--- config.mk ---
export PLATFORM = sky130hd
export DESIGN_NAME = ppe_poly
export DESIGN_NICKNAME = d
export VERILOG_FILES = /design/src/rtl/core/ppe_pkg.sv /design/src/rtl/core/ppe_poly.sv
export SDC_FILE = /design/constraint.sdc
export NUM_CORES = 2
export LEC_CHECK = 0
export BUFFER_PORTS_ARGS = -buffer_cell sky130_fd_sc_hd__buf_2
export CAP_MARGIN = 20
export CORE_UTILIZATION = 40
export DETAILED_ROUTE_END_ITERATION = 8
export MAX_ROUTING_LAYER = met4
export PLACE_DENSITY = 0.65
export SLEW_MARGIN = 20
export SYNTH_ARGS = -nofsm -noshare
export SYNTH_HDL_FRONTEND = slang
export SYNTH_SLANG_ARGS = --single-unit
--- constraint.sdc ---
create_clock -name clk -period 8.9 [get_ports clk]
set_input_delay 2.67 -clock clk [delete_from_list [all_inputs] [get_ports clk]]
set_output_delay 2.67 -clock clk [all_outputs]
set_load 0.01 [all_outputs]
--- src/rtl/core/ppe_pkg.sv ---
package ppe_pkg;

  localparam int XW = 16;
  localparam int CW = 24;
  localparam int OW = 32;
  localparam int QW = 26;
  localparam int RW = 35;
  localparam int IDXW = 3;
  localparam int EXP_DEPTH = 10;
  localparam int PIPE_DEPTH = 12;

  localparam int EXP_ARG_CAP = 655;
  localparam logic [30:0] LOG2E_Q30 = 31'd1549082005;
  localparam logic [23:0] LN2_Q24 = 24'd11629080;
  localparam logic [25:0] ONE_Q24 = 26'd16777216;
  localparam logic [15:0] RECIP6 = 16'd43691;
  localparam logic [CW-1:0] POS_SLOPE_RST = 24'd65536;

  typedef enum logic [IDXW-1:0] {
    REG_EXP_SLOPE   = 3'd0,
    REG_CUBIC_COEF  = 3'd1,
    REG_SQUARE_COEF = 3'd2,
    REG_LINEAR_COEF = 3'd3,
    REG_CONST_COEF  = 3'd4,
    REG_POS_SLOPE   = 3'd5,
    REG_POS_OFFSET  = 3'd6
  } reg_idx_t;

  typedef struct packed {
    logic signed [CW-1:0] exp_slope;
    logic signed [CW-1:0] cubic_coef;
    logic signed [CW-1:0] square_coef;
    logic signed [CW-1:0] linear_coef;
    logic signed [CW-1:0] const_coef;
    logic signed [CW-1:0] pos_slope;
    logic signed [CW-1:0] pos_offset;
  } coefs_t;

  // 2^(i/16) in q.24
  function automatic logic [24:0] pow2_frac(input logic [3:0] idx);
    logic [24:0] v;
    unique case (idx)
      4'd0:  v = 25'd16777216;
      4'd1:  v = 25'd17520007;
      4'd2:  v = 25'd18295684;
      4'd3:  v = 25'd19105703;
      4'd4:  v = 25'd19951585;
      4'd5:  v = 25'd20834917;
      4'd6:  v = 25'd21757357;
      4'd7:  v = 25'd22720638;
      4'd8:  v = 25'd23726566;
      4'd9:  v = 25'd24777031;
      4'd10: v = 25'd25874004;
      4'd11: v = 25'd27019544;
      4'd12: v = 25'd28215802;
      4'd13: v = 25'd29465022;
      4'd14: v = 25'd30769550;
      4'd15: v = 25'd32131834;
    endcase
    return v;
  endfunction

endpackage

--- src/rtl/core/ppe_poly.sv ---
module ppe_poly (
  input  logic                              clk,
  input  logic                              en,
  input  logic signed [ppe_pkg::XW-1:0]     x,
  input  ppe_pkg::coefs_t                   coefs,
  output logic signed [ppe_pkg::RW-1:0]     r16
);
  import ppe_pkg::*;

  logic signed [40:0] acc1;
  logic signed [44:0] acc2;
  logic signed [46:0] acc3;
  logic signed [XW-1:0] x1;
  logic signed [XW-1:0] x2;
  logic signed [56:0] prod2;
  logic signed [56:0] prod2_rnd;
  logic signed [60:0] prod3;
  logic signed [60:0] prod3_rnd;
  logic signed [46:0] acc3_rnd;
  logic signed [RW-1:0] rdly [4:EXP_DEPTH];

  assign prod2 = 57'(acc1) * 57'(x1);
  assign prod2_rnd = prod2 + 57'sd2048;
  assign prod3 = 61'(acc2) * 61'(x2);
  assign prod3_rnd = prod3 + 61'sd2048;
  assign acc3_rnd = acc3 + 47'sd2048;

  always_ff @(posedge clk) begin
    if (en) begin
      // horner, q.28
      acc1 <= 41'(coefs.cubic_coef) * 41'(x) + (41'(coefs.square_coef) <<< 12);
      x1 <= x;
      acc2 <= prod2_rnd[56:12] + (45'(coefs.linear_coef) <<< 12);
      x2 <= x1;
      acc3 <= prod3_rnd[58:12] + (47'(coefs.const_coef) <<< 12);
      rdly[4] <= acc3_rnd[46:12];
      for (int i = 5; i <= EXP_DEPTH; i++) begin
        rdly[i] <= rdly[i-1];
      end
    end
  end

  assign r16 = rdly[EXP_DEPTH];

endmodule

==> impl_metrics.csv <==
group,metric,value,unit
sta,fin_skew,0.05796,ns
drt,drtIter0Drc,2847,
placed_design,dp_hpwl,142100,um
cts,h-tree-depth,2,
sta,grt_setup_unrepaired,"yes",
global_route,grt_max_degree,131,
logic_synthesis,synthFlopType,"edfxtp_1",
drt,vias,50240,
die,die-width,431.4,um
cts,worstSkewPairLatency,0.63,ns
global_route,grt_pass1_vias,54690,
logic_synthesis,synth.top_cells.by_area,"fa_1, edfxtp_1, inv_1",
critical_path,cp_max_fo,4,
critical_path,ff2ff_setup_slack,-0.27,ns
sta,finalSetupViolCount,7,
sta,slew_viol_final,0,
logic_synthesis,synth.distinct_cells,66,
sta,worst_slew_pin_slew,1.014,ns
sta,worst_slack,-0.2739,ns
layout,final_nets,10210,
status,violations,"negative setup slack",
logic_synthesis,avgSynthCellArea,9.966,um2
critical_path,critical_path_class,"flip-flop to flip-flop",
critical_path,critical_path_arrival,9.51,ns
die,start_util,40.29,%
logic_synthesis,synth_common_cells,"inv_1, fa_1, nand2_1",
critical_path,slowest_delay,0.57,ns
logic_synthesis,synth_most_common_cell,"inv_1",
cts,cts.sinks,399,
layout,areaGrowthSynthToFinish,13.64,%
drt,drc,0,
die,io_pins,221,
worst_hold_path,hp-class,"flip-flop to flip-flop",
sta,max_freq,109.0,MHz
global_route,antenna_found_initial,16,
drt,dr.pass1.iters,5,
critical_path,worst_r2r_endpoint,"acc3[46]",
critical_path,crit_required,9.23,ns
layout,fin_util,45.79,%
logic_synthesis,netlist.area_leader.share,45.35,%
drt,via_per_inst,4.820,
global_route,overflow,0,
logic_synthesis,ys_warn_count,0,
logic_synthesis,yosys_register_bits,399,
sta,holdWs,0.4058,ns
critical_path,reg2reg_depth,39,
sta,relSlewSlack,32.41,%
worst_hold_path,min_from,"rdly[1][129]",
cts,cts.path.max_buffers,3,
placed_design,io_buffers,148,
logic_synthesis,yosysSeqAreaShare,16.24,%
global_route,grt_pass1_wl,278600,um
critical_path,r2r_start,"acc2[5]",
logic_synthesis,synth-edff-count,399,
die,fp.dieH,431.4,um
critical_path,end_kind,"flip-flop",
cts,hold_buffers,0,
drt,wl_per_cell,16.19,um
logic_synthesis,syn_area,73770,um2
sta,hold_violations,0,
drt,postRouteWirelength,168700,um
placed_design,place.gp.congestion,0.9223,
status,outcome,"finished with violations",
critical_path,worstSetupStartpointType,"flip-flop",
logic_synthesis,syn_inst,7402,
layout,finalInstanceArea,83830,um2
layout,layout-drive-gt1-share,12.76,%
cts,cts_buffers,43,
critical_path,cpMaxStageDelayCell,"or4b_4",
flow_run,maxCapViolCount,0,
sta,layout_min_cycle_time,9.174,ns
layout,n_fill_cell,16900,
worst_hold_path,holdPathStages,0,
placed_design,place_area,80870,um2
global_route,track_usage,19.10,%
sta,period_share,103.1,%
cts,clockRootBuffer,"clkbuf_16",
logic_synthesis,synthArstFlopShare,0,%
logic_synthesis,yosysTopAreaCell,"fa_1",
cts,cts_tree,"yes",
die,dieArea,186100,um2
die,core_area,183100,um2
cts,path_clk_slew,0.06,ns
worst_hold_path,whs_endpoint,"rdly[2][24]",
logic_synthesis,synth_fp_nets,9694,
drt,ant_nets,0,
die,rows,157,
## cell families (layout without fill, tap and decap cells)
kind of cell	count (synthesis)	count (layout)	synth area share (%)
AND/OR/NAND/NOR	2092	2092	13.29
flip-flops	399	399	16.24
buffers and inverters	2116	2670	10.95
XOR/XNOR	244	244	2.897
other	0	3	0
adder cells (fa/ha/maj)	2106	2106	52.72
AO/OA/AOI/OAI	445	445	3.903
## how the worst max path moves through the flow
stage	startpoint	endpoint	slack, ns	cells past startpoint
3_5_place_dp	x2[5]	acc3[45]	-1.04	41
4_1_cts	acc2[5]	acc3[46]	-0.44	37
3_3_place_gp	x2[5]	acc3[45]	-1.04	41
2_1_floorplan	x2[9]	acc3[46]	0.00001	39
5_1_grt	acc2[9]	acc3[46]	-0.63	39
6_report	acc2[5]	acc3[46]	-0.27	39
## critical path, delay by kind of cell (launching register included)
family | cells | cell delay, ns
adder cells (fa/ha/maj) | 8 | 3.32
AND/OR/NAND/NOR | 6 | 1.12
XOR/XNOR | 2 | 0.25
flip-flops | 1 | 0.46
buffers and inverters | 7 | 0.64
AO/OA/AOI/OAI | 16 | 3.11
## placed cells by master, fill, tap and decap left out, drive strengths merged, types with 15 or more instances in the layout
master	instances
clkbuf	53
and2	577
fa	1671
a21oi	149
nand2	1157
a21o	80
clkinv	20
nand4	25
nor2	136
xor2	76
o21ai	69
nor2b	19
edfxtp	399
nand3	44
o21bai	25
nor3	16
a31oi	15
xnor2	168
buf	799
o21a	24
nand2b	79
and3	19
inv	1793
ha	435
## flip-flops by register name (all words and copies together) (netlist names)
register / count
acc1: 41
acc2: 45
acc3: 36
rdly: 245
x1: 16
x2: 16
## layout make-up
type / count / area (um2) / share of cell area, %
clock inverters: 27 / 235.2 / 0.2806
inverters: 1789 / 6715 / 8.011
well taps: 2464 / 3083 / 3.678
diodes: 3 / 7.507 / 0.008955
multi-input cells: 4887 / 54500 / 65.01
clock buffers: 53 / 1114 / 1.328
flip-flops and latches: 399 / 11980 / 14.29
repair buffers: 801 / 6192 / 7.387
## repair_timing
action,4_1_cts,5_1_grt
setup endpoints to repair,26,32
pin swaps,47,75
buffers inserted,34,37
gates resized for setup,79,168
gates cloned,2,0
## routing by layer
metal / up-vias / part of all wire [%] / global-route usage, %
met5: - / 0 / -
met4: 0 / 2.7 / 4.680
met3: 241 / 5.6 / 1.913
met2: 1436 / 49 / 31.99
met1: 25760 / 43 / 24.96
li1: 22810 / - / -
## per-stage QoR
stage | instances | worst slack, ns | TNS [ns]
after floorplan | 7402 | 0.00001243 | 0
after global placement | 10270 | -1.042 | -10.78
after detailed placement | 10270 | -1.040 | -13.06
after CTS | 10390 | -0.4404 | -2.442
after global routing | 10420 | -0.6306 | -4.487
final | 10420 | -0.2739 | -1.247
Power is not shown: default switching activity piles up to over one toggle a cycle in this logic, so the estimate is an artifact.
