## src/rtl/core/ppe_pkg.sv

```systemverilog
package ppe_pkg;

  localparam int XW = 16;
  localparam int CW = 24;
  localparam int OW = 32;
  localparam int QW = 26;
  localparam int RW = 35;
  localparam int IDXW = 3;
  localparam int EXP_DEPTH = 10;
  localparam int PIPE_DEPTH = 12;

  localparam int EXP_ARG_CAP = 655;
  localparam logic [30:0] LOG2E_Q30 = 31'd1549082005;
  localparam logic [23:0] LN2_Q24 = 24'd11629080;
  localparam logic [25:0] ONE_Q24 = 26'd16777216;
  localparam logic [15:0] RECIP6 = 16'd43691;
  localparam logic [CW-1:0] POS_SLOPE_RST = 24'd65536;

  typedef enum logic [IDXW-1:0] {
    REG_EXP_SLOPE   = 3'd0,
    REG_CUBIC_COEF  = 3'd1,
    REG_SQUARE_COEF = 3'd2,
    REG_LINEAR_COEF = 3'd3,
    REG_CONST_COEF  = 3'd4,
    REG_POS_SLOPE   = 3'd5,
    REG_POS_OFFSET  = 3'd6
  } reg_idx_t;

  typedef struct packed {
    logic signed [CW-1:0] exp_slope;
    logic signed [CW-1:0] cubic_coef;
    logic signed [CW-1:0] square_coef;
    logic signed [CW-1:0] linear_coef;
    logic signed [CW-1:0] const_coef;
    logic signed [CW-1:0] pos_slope;
    logic signed [CW-1:0] pos_offset;
  } coefs_t;

  // 2^(i/16) in q.24
  function automatic logic [24:0] pow2_frac(input logic [3:0] idx);
    logic [24:0] v;
    unique case (idx)
      4'd0:  v = 25'd16777216;
      4'd1:  v = 25'd17520007;
      4'd2:  v = 25'd18295684;
      4'd3:  v = 25'd19105703;
      4'd4:  v = 25'd19951585;
      4'd5:  v = 25'd20834917;
      4'd6:  v = 25'd21757357;
      4'd7:  v = 25'd22720638;
      4'd8:  v = 25'd23726566;
      4'd9:  v = 25'd24777031;
      4'd10: v = 25'd25874004;
      4'd11: v = 25'd27019544;
      4'd12: v = 25'd28215802;
      4'd13: v = 25'd29465022;
      4'd14: v = 25'd30769550;
      4'd15: v = 25'd32131834;
    endcase
    return v;
  endfunction

endpackage

```

## src/rtl/core/ppe_cfg.sv

```systemverilog
module ppe_cfg (
  input  logic                          clk,
  input  logic                          rst,
  input  logic                          cfg_valid,
  input  logic                          cfg_ready,
  input  logic [ppe_pkg::IDXW-1:0]      cfg_index,
  input  logic [ppe_pkg::CW-1:0]        cfg_data,
  output ppe_pkg::coefs_t               coefs
);
  import ppe_pkg::*;

  always_ff @(posedge clk) begin
    if (rst) begin
      coefs.exp_slope <= '0;
      coefs.cubic_coef <= '0;
      coefs.square_coef <= '0;
      coefs.linear_coef <= '0;
      coefs.const_coef <= '0;
      coefs.pos_slope <= POS_SLOPE_RST;
      coefs.pos_offset <= '0;
    end else if (cfg_valid && cfg_ready) begin
      unique case (reg_idx_t'(cfg_index))
        REG_EXP_SLOPE:   coefs.exp_slope <= cfg_data;
        REG_CUBIC_COEF:  coefs.cubic_coef <= cfg_data;
        REG_SQUARE_COEF: coefs.square_coef <= cfg_data;
        REG_LINEAR_COEF: coefs.linear_coef <= cfg_data;
        REG_CONST_COEF:  coefs.const_coef <= cfg_data;
        REG_POS_SLOPE:   coefs.pos_slope <= cfg_data;
        REG_POS_OFFSET:  coefs.pos_offset <= cfg_data;
        default: ;
      endcase
    end
  end

endmodule

```

## config.mk

```make
export PLATFORM = sky130hd
export DESIGN_NAME = ppe_cfg
export DESIGN_NICKNAME = d
export VERILOG_FILES = /design/src/rtl/core/ppe_pkg.sv /design/src/rtl/core/ppe_cfg.sv
export SDC_FILE = /design/constraint.sdc
export NUM_CORES = 1
export LEC_CHECK = 0
export BUFFER_PORTS_ARGS = -buffer_cell sky130_fd_sc_hd__buf_2
export CAP_MARGIN = 20
export CORE_UTILIZATION = 45
export DETAILED_ROUTE_END_ITERATION = 8
export PLACE_DENSITY = 0.71
export SETUP_SLACK_MARGIN = 0.4
export SLEW_MARGIN = 10
export SYNTH_ARGS = -nofsm -noshare
export SYNTH_HDL_FRONTEND = slang
export SYNTH_SLANG_ARGS = --single-unit
```

## constraint.sdc

```tcl
create_clock -name clk -period 1.2 [get_ports clk]
set_input_delay 0.12 -clock clk [delete_from_list [all_inputs] [get_ports clk]]
set_output_delay 0.12 -clock clk [all_outputs]
set_load 0.01 [all_outputs]
```

==> results by group, run 1 <==
Outcome
  – Status: finished clean

Synthesis
  – Synth warn: 0
  – Seq/Total Area, Yosys: 0.509
  – Mux contribution to synthesized area: 0.255
  – Post-synth cell types: 17
  – Post-Syn Instances: 580
  – Synthesized-area fraction occupied by adder cells: 0
  – Compound-cell area share of the yosys netlist: 0
  – Post-Synth Simple-Gate Area: 0.199
  – Synth Cell Area: 6600 µm²
  – Post-Synth XOR/XNOR Area: 0
  – FF+latch count, synth: 168
  – Syn Nets: 611
  – Syn_area_per_cell: 11.4 µm²
  – Main combinational cell family by area after synthesis: multiplexers

Timing
  – Setup-failing EPs final: 0
  – Peak Freq: 1.00 GHz
  – Setup Total Neg Slack: 0 ns
  – Clock period minus worst slack: 1.00 ns
  – Hold_ws: 0.116 ns
  – Worst Max-Slew Pin Slew: 0.396 ns
  – RSZ-0062 raised after global routing: true
  – Fin crit share: 0.833
  – Final number of hold-violating endpoints: 0
  – Worst Clk Skew: 0 ns
  – Final slew viol count: 0
  – Slew HR: 0.736

Drt
  – DR vias/cell: 4.89
  – WL/cell: 17.6 µm
  – Routed Antenna Nets: 0
  – Total Wirelength: 18100 µm
  – Router iterations before antenna repair: 4
  – Remaining DRCs: 0
  – Initial DRC Count: 200
  – Vias post-DR: 5020

Critical path
  – Max FO, Critical Path: 2
  – Setup crit end kind: output pin
  – Crit path cell chain: buf_6
  – Slowest cell on crit path: dfxtp_2
  – WP buf/inv: 1
  – Crit Path Class: reg2out
  – Critical Path AT: 0.88 ns
  – CP Launch Type: register
  – Worst path required time: 1.08 ns
  – CP max stage delay: 0.35 ns
  – Top delay family on crit path: flip-flops

Cells and area
  – Area growth, synth to finish: 53.6%
  – Most frequent cells in the layout: 190 x nand2b_1, 169 x buf_6, 168 x dfxtp_2
  – Max FFs per register: 168
  – Diodes inserted: 0
  – Share of layout cells above drive strength 1: 0.573
  – Non-Filler Instances: 1027
  – Final Instance Area: 10100 µm²
  – Most flop-heavy register: coefs
  – Regs by FF count: coefs (168)
  – Nets@finish: 865
  – Most common cell after layout, fill and taps aside: nand2b_1

Floorplanning
  – Row count: 43
  – Die Span Y: 123 µm
  – CORE AREA: 14100 µm²
  – Starting density of the core: 0.468
  – DIE WIDTH: 123 µm
  – Die area: 15200 µm²
  – I/O pin cnt: 199

Job
  – # Max-Cap Violations: 0

CTS
  – Clock Tree Root: clkbuf_16
  – Clock sinks: 168
  – TritonCTS Buffers: 17
  – H-tree Lvls: 4
  – CTS tree: built
  – Clock tree buffer depth: 2
  – Clock latency at the later pin of the worst-skew pair: 0.42 ns
  – Clk slew on worst S/H paths: 0.06 ns

Global route
  – Total track usage: 0.236
  – Initial antenna violation count: 0
  – Largest net degree at the start of global routing: 66
  – Vias in the first global route: 5058
  – First-pass GRT wire length: 26700 µm
  – Overflow left after global routing: 0

Placement
  – PortBufs: 198
  – Gpl congestion: 0.769
  – Area after DPL: 7870 µm²
  – Hpwl dp: 11100 µm
  – Placed cells: 938

Pwr
  – Pwr dens: 1160 nW/µm²
  – Pleak: 0.00509 µW
  – Max VDD drop: 0.934 mV

Min path
  – Hold Crit Class: in2reg
-- cell usage after synthesis --
library cell | n | share of area
and3b_1 | 1 | 0.0013
mux2i_1 | 168 | 0.25
nor2b_4 | 1 | 0.0021
nor2_1 | 3 | 0.0017
clkbuf_1 | 21 | 0.012
buf_4 | 4 | 0.0045
and2_1 | 1 | 0.00095
nand3_4 | 1 | 0.0027
and3_1 | 1 | 0.00095
buf_2 | 1 | 0.00076
nand2b_1 | 191 | 0.18
buf_12 | 1 | 0.0030
nand2_2 | 6 | 0.0057
dfxtp_1 | 168 | 0.51
and2_4 | 1 | 0.0013
and2b_1 | 1 | 0.0011
buf_6 | 10 | 0.017
-- cells by family (layout without fill, tap and decap cells) --
group / Yosys count / in the layout
buf+inv: 37 / 303
flops: 168 / 168
mux: 168 / 168
simple gates: 207 / 208
-- final timing paths --
path	end	cells past startpoint	start	slack, ns
worst max register to register	coefs[63]	4	coefs[63]	0.34
worst min register to register	coefs[42]	2	coefs[42]	0.48
worst max-delay path	coefs[60]	1	coefs[60]	0.20
worst min-delay path	coefs[3]	4	cfg_data[3]	0.12
-- worst reg2reg max path, stage by stage (launching register included) --
cell	delay (ns)
dfxtp_2	0.32
buf_4	0.12
buf_4	0.12
nand2b_1	0.08
mux2i_1	0.09
-- area by class of cell --
type	count	area, µm²
Tap cell	180	225
Clock inverter	8	70.1
Clock buffer	24	492
Fill cell	975	3950
Timing Repair Buffer	271	2730
Sequential cell	168	3570
Multi-Input combinational cell	376	3060
-- per-layer routing --
metal  vias up  GRT usage  wire, µm
met3        32     0.0982      1510
met4         0     0.0806       391
li1       2418          -         -
met1      2408      0.273      7540
met5         -          0         0
met2       162      0.391      8610
-- stage by stage --
stage / total power [µW] / util / setup slack (ns)
floorplan: 6230 / - / 0.141
global placement: 6490 / 0.558 / -0.0914
detailed placement: 6510 / 0.558 / -0.152
CTS: 11800 / 0.700 / 0.191
global route: 12100 / 0.720 / 0.175
finish: 11800 / 0.720 / 0.200
-- timing repair --
action	in CTS	in global routing
pin swaps	1	1
cloned	1	0
hold endpoints to repair	1	0
setup buffers	22	33
gates resized for setup	339	6
hold buffers	1	0
endpoints found under the setup margin	194	181
-- report_power, final --
| group | switching [µW] | internal, µW | total (µW) |
|---|---|---|---|
| combinational | 388 | 434 | 822 |
| sequential | 53.9 | 5660 | 5710 |
| clock | 2180 | 3060 | 5240 |
Power figures use the tool's default switching activity.
==> run 2: changes to the inputs <==
Settings changed: PLACE_DENSITY 0.71 to 0.74.
Clock period 1.2 ns to 0.89 ns, I/O delays scaled along.
==> run 2 against run 1 <==
  * The flow now finishes with violations (hold timing, setup timing)
  * Final cell count up 11%
  * Hold slack worse by 0.13 ns
  * Count of clock-buffer cells in the layout down 5
  * Total power up 51%
==> results by group, run 2 (synthesized netlist as in run 1, its figures left out) <==
Cells and area
  – Most flop-heavy register: coefs (unchanged)
  – Share of layout cells above drive strength 1: 0.667 (was 0.573)
  – Register area: 3580 µm² (was 3570 µm²)
  – Core Util, Final: 0.855 (was 0.720)
  – Max FFs per register: 168 (unchanged)
  – Area growth, synth to finish: 82.4% (was 53.6%)
  – Fill cells: 645 (was 975)
  – Most frequent cells in the layout: 232 x buf_6, 166 x dfxtp_2, 158 x nand2b_1, 158 x mux2i_1, 86 x buf_4 (was 190 x nand2b_1, 169 x buf_6, 168 x dfxtp_2)
  – Regs by FF count: coefs (168) (unchanged)
  – Nets@finish: 975 (was 865)
  – Non-Filler Instances: 1136 (was 1027)
  – Most common cell after layout, fill and taps aside: buf_6 (was nand2b_1)
  – Diodes inserted: 0 (unchanged)
  – Multi-input gate area: 3530 µm² (was 3060 µm²)

Floorplanning
  – Die area: 15200 µm² (unchanged)
  – Starting density of the core: 0.468 (unchanged)
  – CORE AREA: 14100 µm² (unchanged)
  – Die Span Y: 123 µm (unchanged)
  – Row count: 43 (unchanged)
  – I/O pin cnt: 199 (unchanged)
  – DIE WIDTH: 123 µm (unchanged)

Global route
  – First-pass GRT wire length: 33800 µm (was 26700 µm)
  – Initial antenna violation count: 0 (unchanged)
  – Largest net degree at the start of global routing: 37 (was 66)
  – Vias in the first global route: 5876 (was 5058)
  – Total track usage: 0.307 (was 0.236)
  – Overflow left after global routing: 0 (unchanged)

Timing
  – Fin crit share: 1.16
  – Clock period minus worst slack: 1.04 ns
  – Final slew viol count: 0 (unchanged)
  – Fin worst setup slack: -0.145 ns (was 0.200 ns)
  – Setup-failing EPs final: 191 (was 0)
  – Setup Total Neg Slack: -14.25 ns (was 0 ns)
  – Hold_ws: -0.0119 ns (was 0.116 ns)
  – Worst Max-Slew Pin Slew: 0.360 ns (was 0.396 ns)
  – Slew HR: 0.760 (was 0.736)
  – Peak Freq: 0.966 GHz
  – Final number of hold-violating endpoints: 5 (was 0)
  – RSZ-0062 raised after global routing: true (unchanged)
  – Worst Clk Skew: 0 ns (unchanged)

Pwr
  – Pleak: 0.00599 µW (was 0.00509 µW)
  – Max VDD drop: 1.48 mV (was 0.934 mV)
  – Total chip power: 17700 µW (was 11800 µW)
  – Pwr dens: 1470 nW/µm² (was 1160 nW/µm²)

CTS
  – Clock tree buffer depth: 2 (unchanged)
  – Clock sinks: 168 (unchanged)
  – Clock latency at the later pin of the worst-skew pair: 0.43 ns (was 0.42 ns)
  – H-tree Lvls: 4 (unchanged)
  – TritonCTS Buffers: 17 (unchanged)
  – Clk slew on worst S/H paths: 0.08 ns (was 0.06 ns)
  – CTS tree: built (unchanged)
  – Clock Tree Root: clkbuf_16 (unchanged)

Min path
  – WHS Endpoint: coefs[23] (was coefs[3])
  – Hold Crit Class: in2reg (unchanged)
  – Min-delay src: cfg_data[23] (was cfg_data[3])
  – Hold path depth: 3 (was 4)

Critical path
  – CP Launch Type: register (unchanged)
  – Reg2Reg Setup Slack: -0.01 ns (was 0.34 ns)
  – WP buf/inv: 1 (unchanged)
  – FF-to-FF path depth: 4 (unchanged)
  – Setup crit end kind: output pin (unchanged)
  – CP max stage delay: 0.39 ns (was 0.35 ns)
  – Crit path cell chain: buf_6 (unchanged)
  – R2R Path Start: coefs[30] (was coefs[63])
  – Crit Path Class: reg2out (unchanged)
  – Critical Path AT: 0.95 ns (was 0.88 ns)
  – Worst path required time: 0.80 ns (was 1.08 ns)
  – Max FO, Critical Path: 2 (unchanged)
  – Top delay family on crit path: flip-flops (unchanged)
  – Reg2reg end: coefs[30] (was coefs[63])
  – Slowest cell on crit path: dfxtp_2 (unchanged)

Drt
  – Remaining DRCs: 0 (unchanged)
  – Vias post-DR: 5936 (was 5020)
  – Top Metal Used: met4 (unchanged)
  – Router iterations before antenna repair: 5 (was 4)
  – Total Wirelength: 25900 µm (was 18100 µm)
  – Routed Antenna Nets: 0 (unchanged)
  – WL met3: 1630 µm (was 1510 µm)
  – Initial DRC Count: 269 (was 200)
  – Met1 Routed Length: 9960 µm (was 7540 µm)
  – DR vias/cell: 5.23 (was 4.89)
  – WL/cell: 22.8 µm (was 17.6 µm)
  – Met2 WL: 13400 µm (was 8610 µm)

Placement
  – Gpl congestion: 0.766 (was 0.769)
  – PortBufs: 198 (unchanged)
  – Placed cells: 980 (was 938)
  – Pre-CTS WS: -0.381 ns (was -0.152 ns)
  – Hpwl dp: 11800 µm (was 11100 µm)

Job
  – # Max-Cap Violations: 0 (unchanged)

Outcome
  – Status: complete, but fails checks (was finished clean)
  – Violations in the final reports: hold timing, setup timing
-- run 2: worst max-delay path by stage --
stage	start	endpoint	depth (start not counted)
global placement	cfg_index[2]	coefs[142]	5
detailed placement	cfg_index[2]	coefs[137]	5
finish	coefs[151]	coefs[151]	1
floorplan	cfg_index[2]	coefs[133]	6
global route	coefs[151]	coefs[151]	1
CTS	coefs[141]	coefs[141]	1
-- run 2: layout make-up --
type / count / share of cell area
Clock buffer: 19 / 0.0376
Clock inverter: 12 / 0.0164
Multi-Input combinational cell: 382 / 0.293
Sequential cell: 168 / 0.297
Tap cell: 180 / 0.0187
Timing Repair Buffer: 375 / 0.337
-- run 2: through the flow --
| step | cell area (µm²) | hold slack, ns |
|---|---|---|
| 4_1_cts | 11200 | -0.0598 |
| 3_5_place_dp | 8230 | 0.385 |
| 3_3_place_gp | 8230 | 0.359 |
| 2_1_floorplan | 6710 | 0.250 |
| 5_1_grt | 12000 | -0.00705 |
| 6_report | 12000 | -0.0119 |
-- run 2: routing by layer --
metal | vias to the layer above | track usage
met3 | 72 | 0.0886
met4 | 0 | 0.127
li1 | 2658 | -
met5 | - | 0
met1 | 2932 | 0.347
met2 | 274 | 0.539
-- run 2: power breakdown --
part           total [µW]  leakage, µW  switching, µW  internal [µW]
Clock                8330     0.000315           3220           5110
Sequential           7710      0.00144           86.4           7620
Combinational        1700      0.00423            757            939
-- run 2: repair_timing --
action	4_1_cts	5_1_grt
resized for setup	415	73
endpoints found under the setup margin	336	336
pin swaps	11	3
gates cloned	15	0
setup buffers	44	66
hold endpoints to repair	8	3
==> run 3: changes to the inputs <==
Settings changed: SETUP_SLACK_MARGIN 0.4 to 0.1.
==> run 3 against run 2 <==
  * The flow finishes with violations (setup timing)
  * First-iteration DRC count shrank 9.7%
  * Final cell count shrank 4.7%
  * Count of clock-buffer cells in the layout grew 3
  * Highest routed layer unchanged
==> results by group, run 3 (synthesized netlist as in run 1, its figures left out) <==
Outcome
  – Status: complete, but fails checks (unchanged)
  – Violations in the final reports: setup timing (was hold timing, setup timing)

Critical path
  – CP max stage delay: 0.35 ns (was 0.39 ns)
  – Worst path required time: 0.80 ns (about the same)
  – FF-to-FF path depth: 4 (unchanged)
  – Setup crit end kind: output pin (unchanged)
  – Reg2Reg Setup Slack: 0.06 ns (was -0.01 ns)
  – Max FO, Critical Path: 2 (unchanged)
  – Slowest cell on crit path: dfxtp_2 (unchanged)
  – Crit Path Class: reg2out (unchanged)
  – CP Launch Type: register (unchanged)
  – Reg2reg end: coefs[7] (was coefs[30])
  – Crit path cell chain: buf_6 (unchanged)
  – Crit path depth: 1 (unchanged)
  – R2R Path Start: coefs[7] (was coefs[30])
  – WP buf/inv: 1 (unchanged)
  – Top delay family on crit path: flip-flops (unchanged)
  – Critical Path AT: 0.90 ns (was 0.95 ns)

Floorplanning
  – Die area: 15200 µm² (unchanged)
  – Starting density of the core: 0.468 (unchanged)
  – Row count: 43 (unchanged)
  – I/O pin cnt: 199 (unchanged)
  – CORE AREA: 14100 µm² (unchanged)
  – DIE WIDTH: 123 µm (unchanged)
  – Die Span Y: 123 µm (unchanged)

CTS
  – Clock tree buffer depth: 2 (unchanged)
  – CTS tree: built (unchanged)
  – Clock sinks: 168 (unchanged)
  – Clk slew on worst S/H paths: 0.06 ns (was 0.08 ns)
  – TritonCTS Buffers: 17 (unchanged)
  – Clock latency at the later pin of the worst-skew pair: 0.43 ns (about the same)
  – H-tree Lvls: 4 (unchanged)
  – Clock Tree Root: clkbuf_16 (unchanged)

Drt
  – DR vias/cell: 4.95 (was 5.23)
  – Remaining DRCs: 0 (unchanged)
  – Router iterations before antenna repair: 4 (was 5)
  – WL/cell: 18.3 µm (was 22.8 µm)
  – Routed Antenna Nets: 0 (unchanged)
  – Initial DRC Count: 243 (was 269)
  – Vias post-DR: 5359 (was 5936)
  – Total Wirelength: 19800 µm (was 25900 µm)

Min path
  – Hold path depth: 4 (was 3)
  – Min-delay src: cfg_data[13] (was cfg_data[23])
  – WHS Endpoint: coefs[85] (was coefs[23])
  – Hold Crit Class: in2reg (unchanged)

Pwr
  – Max VDD drop: 1.25 mV (was 1.48 mV)
  – Pleak: 0.00540 µW (was 0.00599 µW)
  – Pwr dens: 1540 nW/µm² (was 1470 nW/µm²)

Job
  – # Max-Cap Violations: 0 (unchanged)

Placement
  – Hpwl dp: 11800 µm (about the same)
  – PortBufs: 198 (unchanged)
  – Placed cells: 969 (was 980)
  – Gpl congestion: 0.753 (was 0.766)
  – Pre-CTS WS: -0.327 ns (was -0.381 ns)

Global route
  – Met2 Use GR: 0.429 (was 0.539)
  – Met3 usage: 0.0927 (was 0.0886)
  – First-pass GRT wire length: 28500 µm (was 33800 µm)
  – Total track usage: 0.252 (was 0.307)
  – Initial antenna violation count: 0 (unchanged)
  – Met1 GRT Util: 0.286 (was 0.347)
  – Overflow left after global routing: 0 (unchanged)
  – Largest net degree at the start of global routing: 39 (was 37)
  – Vias in the first global route: 5408 (was 5876)
  – Grt peak-use layer: met2 (unchanged)

Timing
  – Clock period minus worst slack: 0.987 ns (was 1.04 ns)
  – Final number of hold-violating endpoints: 0 (was 5)
  – RSZ-0062 raised after global routing: true (unchanged)
  – Hold_ws: 0.0614 ns (was -0.0119 ns)
  – Peak Freq: 1.01 GHz (was 0.966 GHz)
  – Worst Clk Skew: 0 ns (unchanged)
  – Setup-failing EPs final: 168 (was 191)
  – Final slew viol count: 0 (unchanged)
  – Worst Max-Slew Pin Slew: 0.414 ns (was 0.360 ns)
  – Fin crit share: 1.11 (was 1.16)
  – Setup Total Neg Slack: -12.06 ns (was -14.25 ns)
  – Slew HR: 0.724 (was 0.760)
  – Fin worst setup slack: -0.0969 ns (was -0.145 ns)

Cells and area
  – Non-Filler Instances: 1083 (was 1136)
  – Most flop-heavy register: coefs (unchanged)
  – Max FFs per register: 168 (unchanged)
  – Core Util, Final: 0.757 (was 0.855)
  – Most common cell after layout, fill and taps aside: nand2b_1 (was buf_6)
  – Regs by FF count: coefs (168) (unchanged)
  – Area growth, synth to finish: 61.5% (was 82.4%)
  – Most frequent cells in the layout: 189 x nand2b_1, 168 x dfxtp_2, 168 x buf_6 (was 232 x buf_6, 166 x dfxtp_2, 158 x nand2b_1, 158 x mux2i_1, 86 x buf_4)
  – Diodes inserted: 0 (unchanged)
  – Share of layout cells above drive strength 1: 0.597 (was 0.667)
  – Nets@finish: 923 (was 975)
  – Fill cells: 819 (was 645)
[run 3: what timing repair did]
item                                   in CTS  in global routing
hold buffers                                1                  0
setup buffers                              24                 59
pin swaps                                   0                  0
gates resized for setup                   338                  3
endpoints found under the hold margin       1                  0
setup endpoints to repair                 169                174
[run 3: metrics by stage]
stage	power (µW)	instance area, µm²
2_1_floorplan	8400	6690
3_3_place_gp	8870	8150
3_5_place_dp	8890	8150
4_1_cts	16400	10200
5_1_grt	16900	10700
6_report	16400	10700
[run 3: worst max path at each step]
stage / startpoint / to / slack, ns
after floorplan: cfg_index[2] / coefs[133] / -0.14
after global placement: cfg_index[2] / coefs[136] / -0.30
after detailed placement: cfg_index[2] / coefs[135] / -0.33
after CTS: coefs[142] / coefs[142] / -0.11
after global routing: coefs[142] / coefs[142] / -0.13
final: coefs[132] / coefs[132] / -0.1
[run 3: final cells by class]
cell class	instances	area, µm²	area share
repair buffers	330	3240	0.304
clock buffers	22	464	0.0435
multi-input cells	375	3040	0.285
clock inverters	8	123	0.0115
flip-flops and latches	168	3570	0.335
well taps	180	225	0.0211
[run 3: where the power goes]
| group | total, µW | leakage, µW | switching [µW] | internal [µW] |
|---|---|---|---|---|
| Combinational | 1260 | 0.00369 | 561 | 703 |
| Clock | 7440 | 0.000278 | 2930 | 4520 |
| Sequential | 7710 | 0.00144 | 77.7 | 7630 |
| Total | 16400 | 0.00540 | 3560 | 12900 |
[run 3: worst reg2reg max path, cell delays in order (launching register included)]
cell and delay (ns):
dfxtp_2 0.32, buf_4 0.13, buf_4 0.12, nand2b_1 0.06, mux2i_1 0.06
[run 3: layer usage]
metal / vias to the layer above / wire (µm)
met5: - / 0
li1: 2534 / -
met3: 29 / 1470
met4: 0 / 406
met1: 2611 / 7930
met2: 185 / 9960
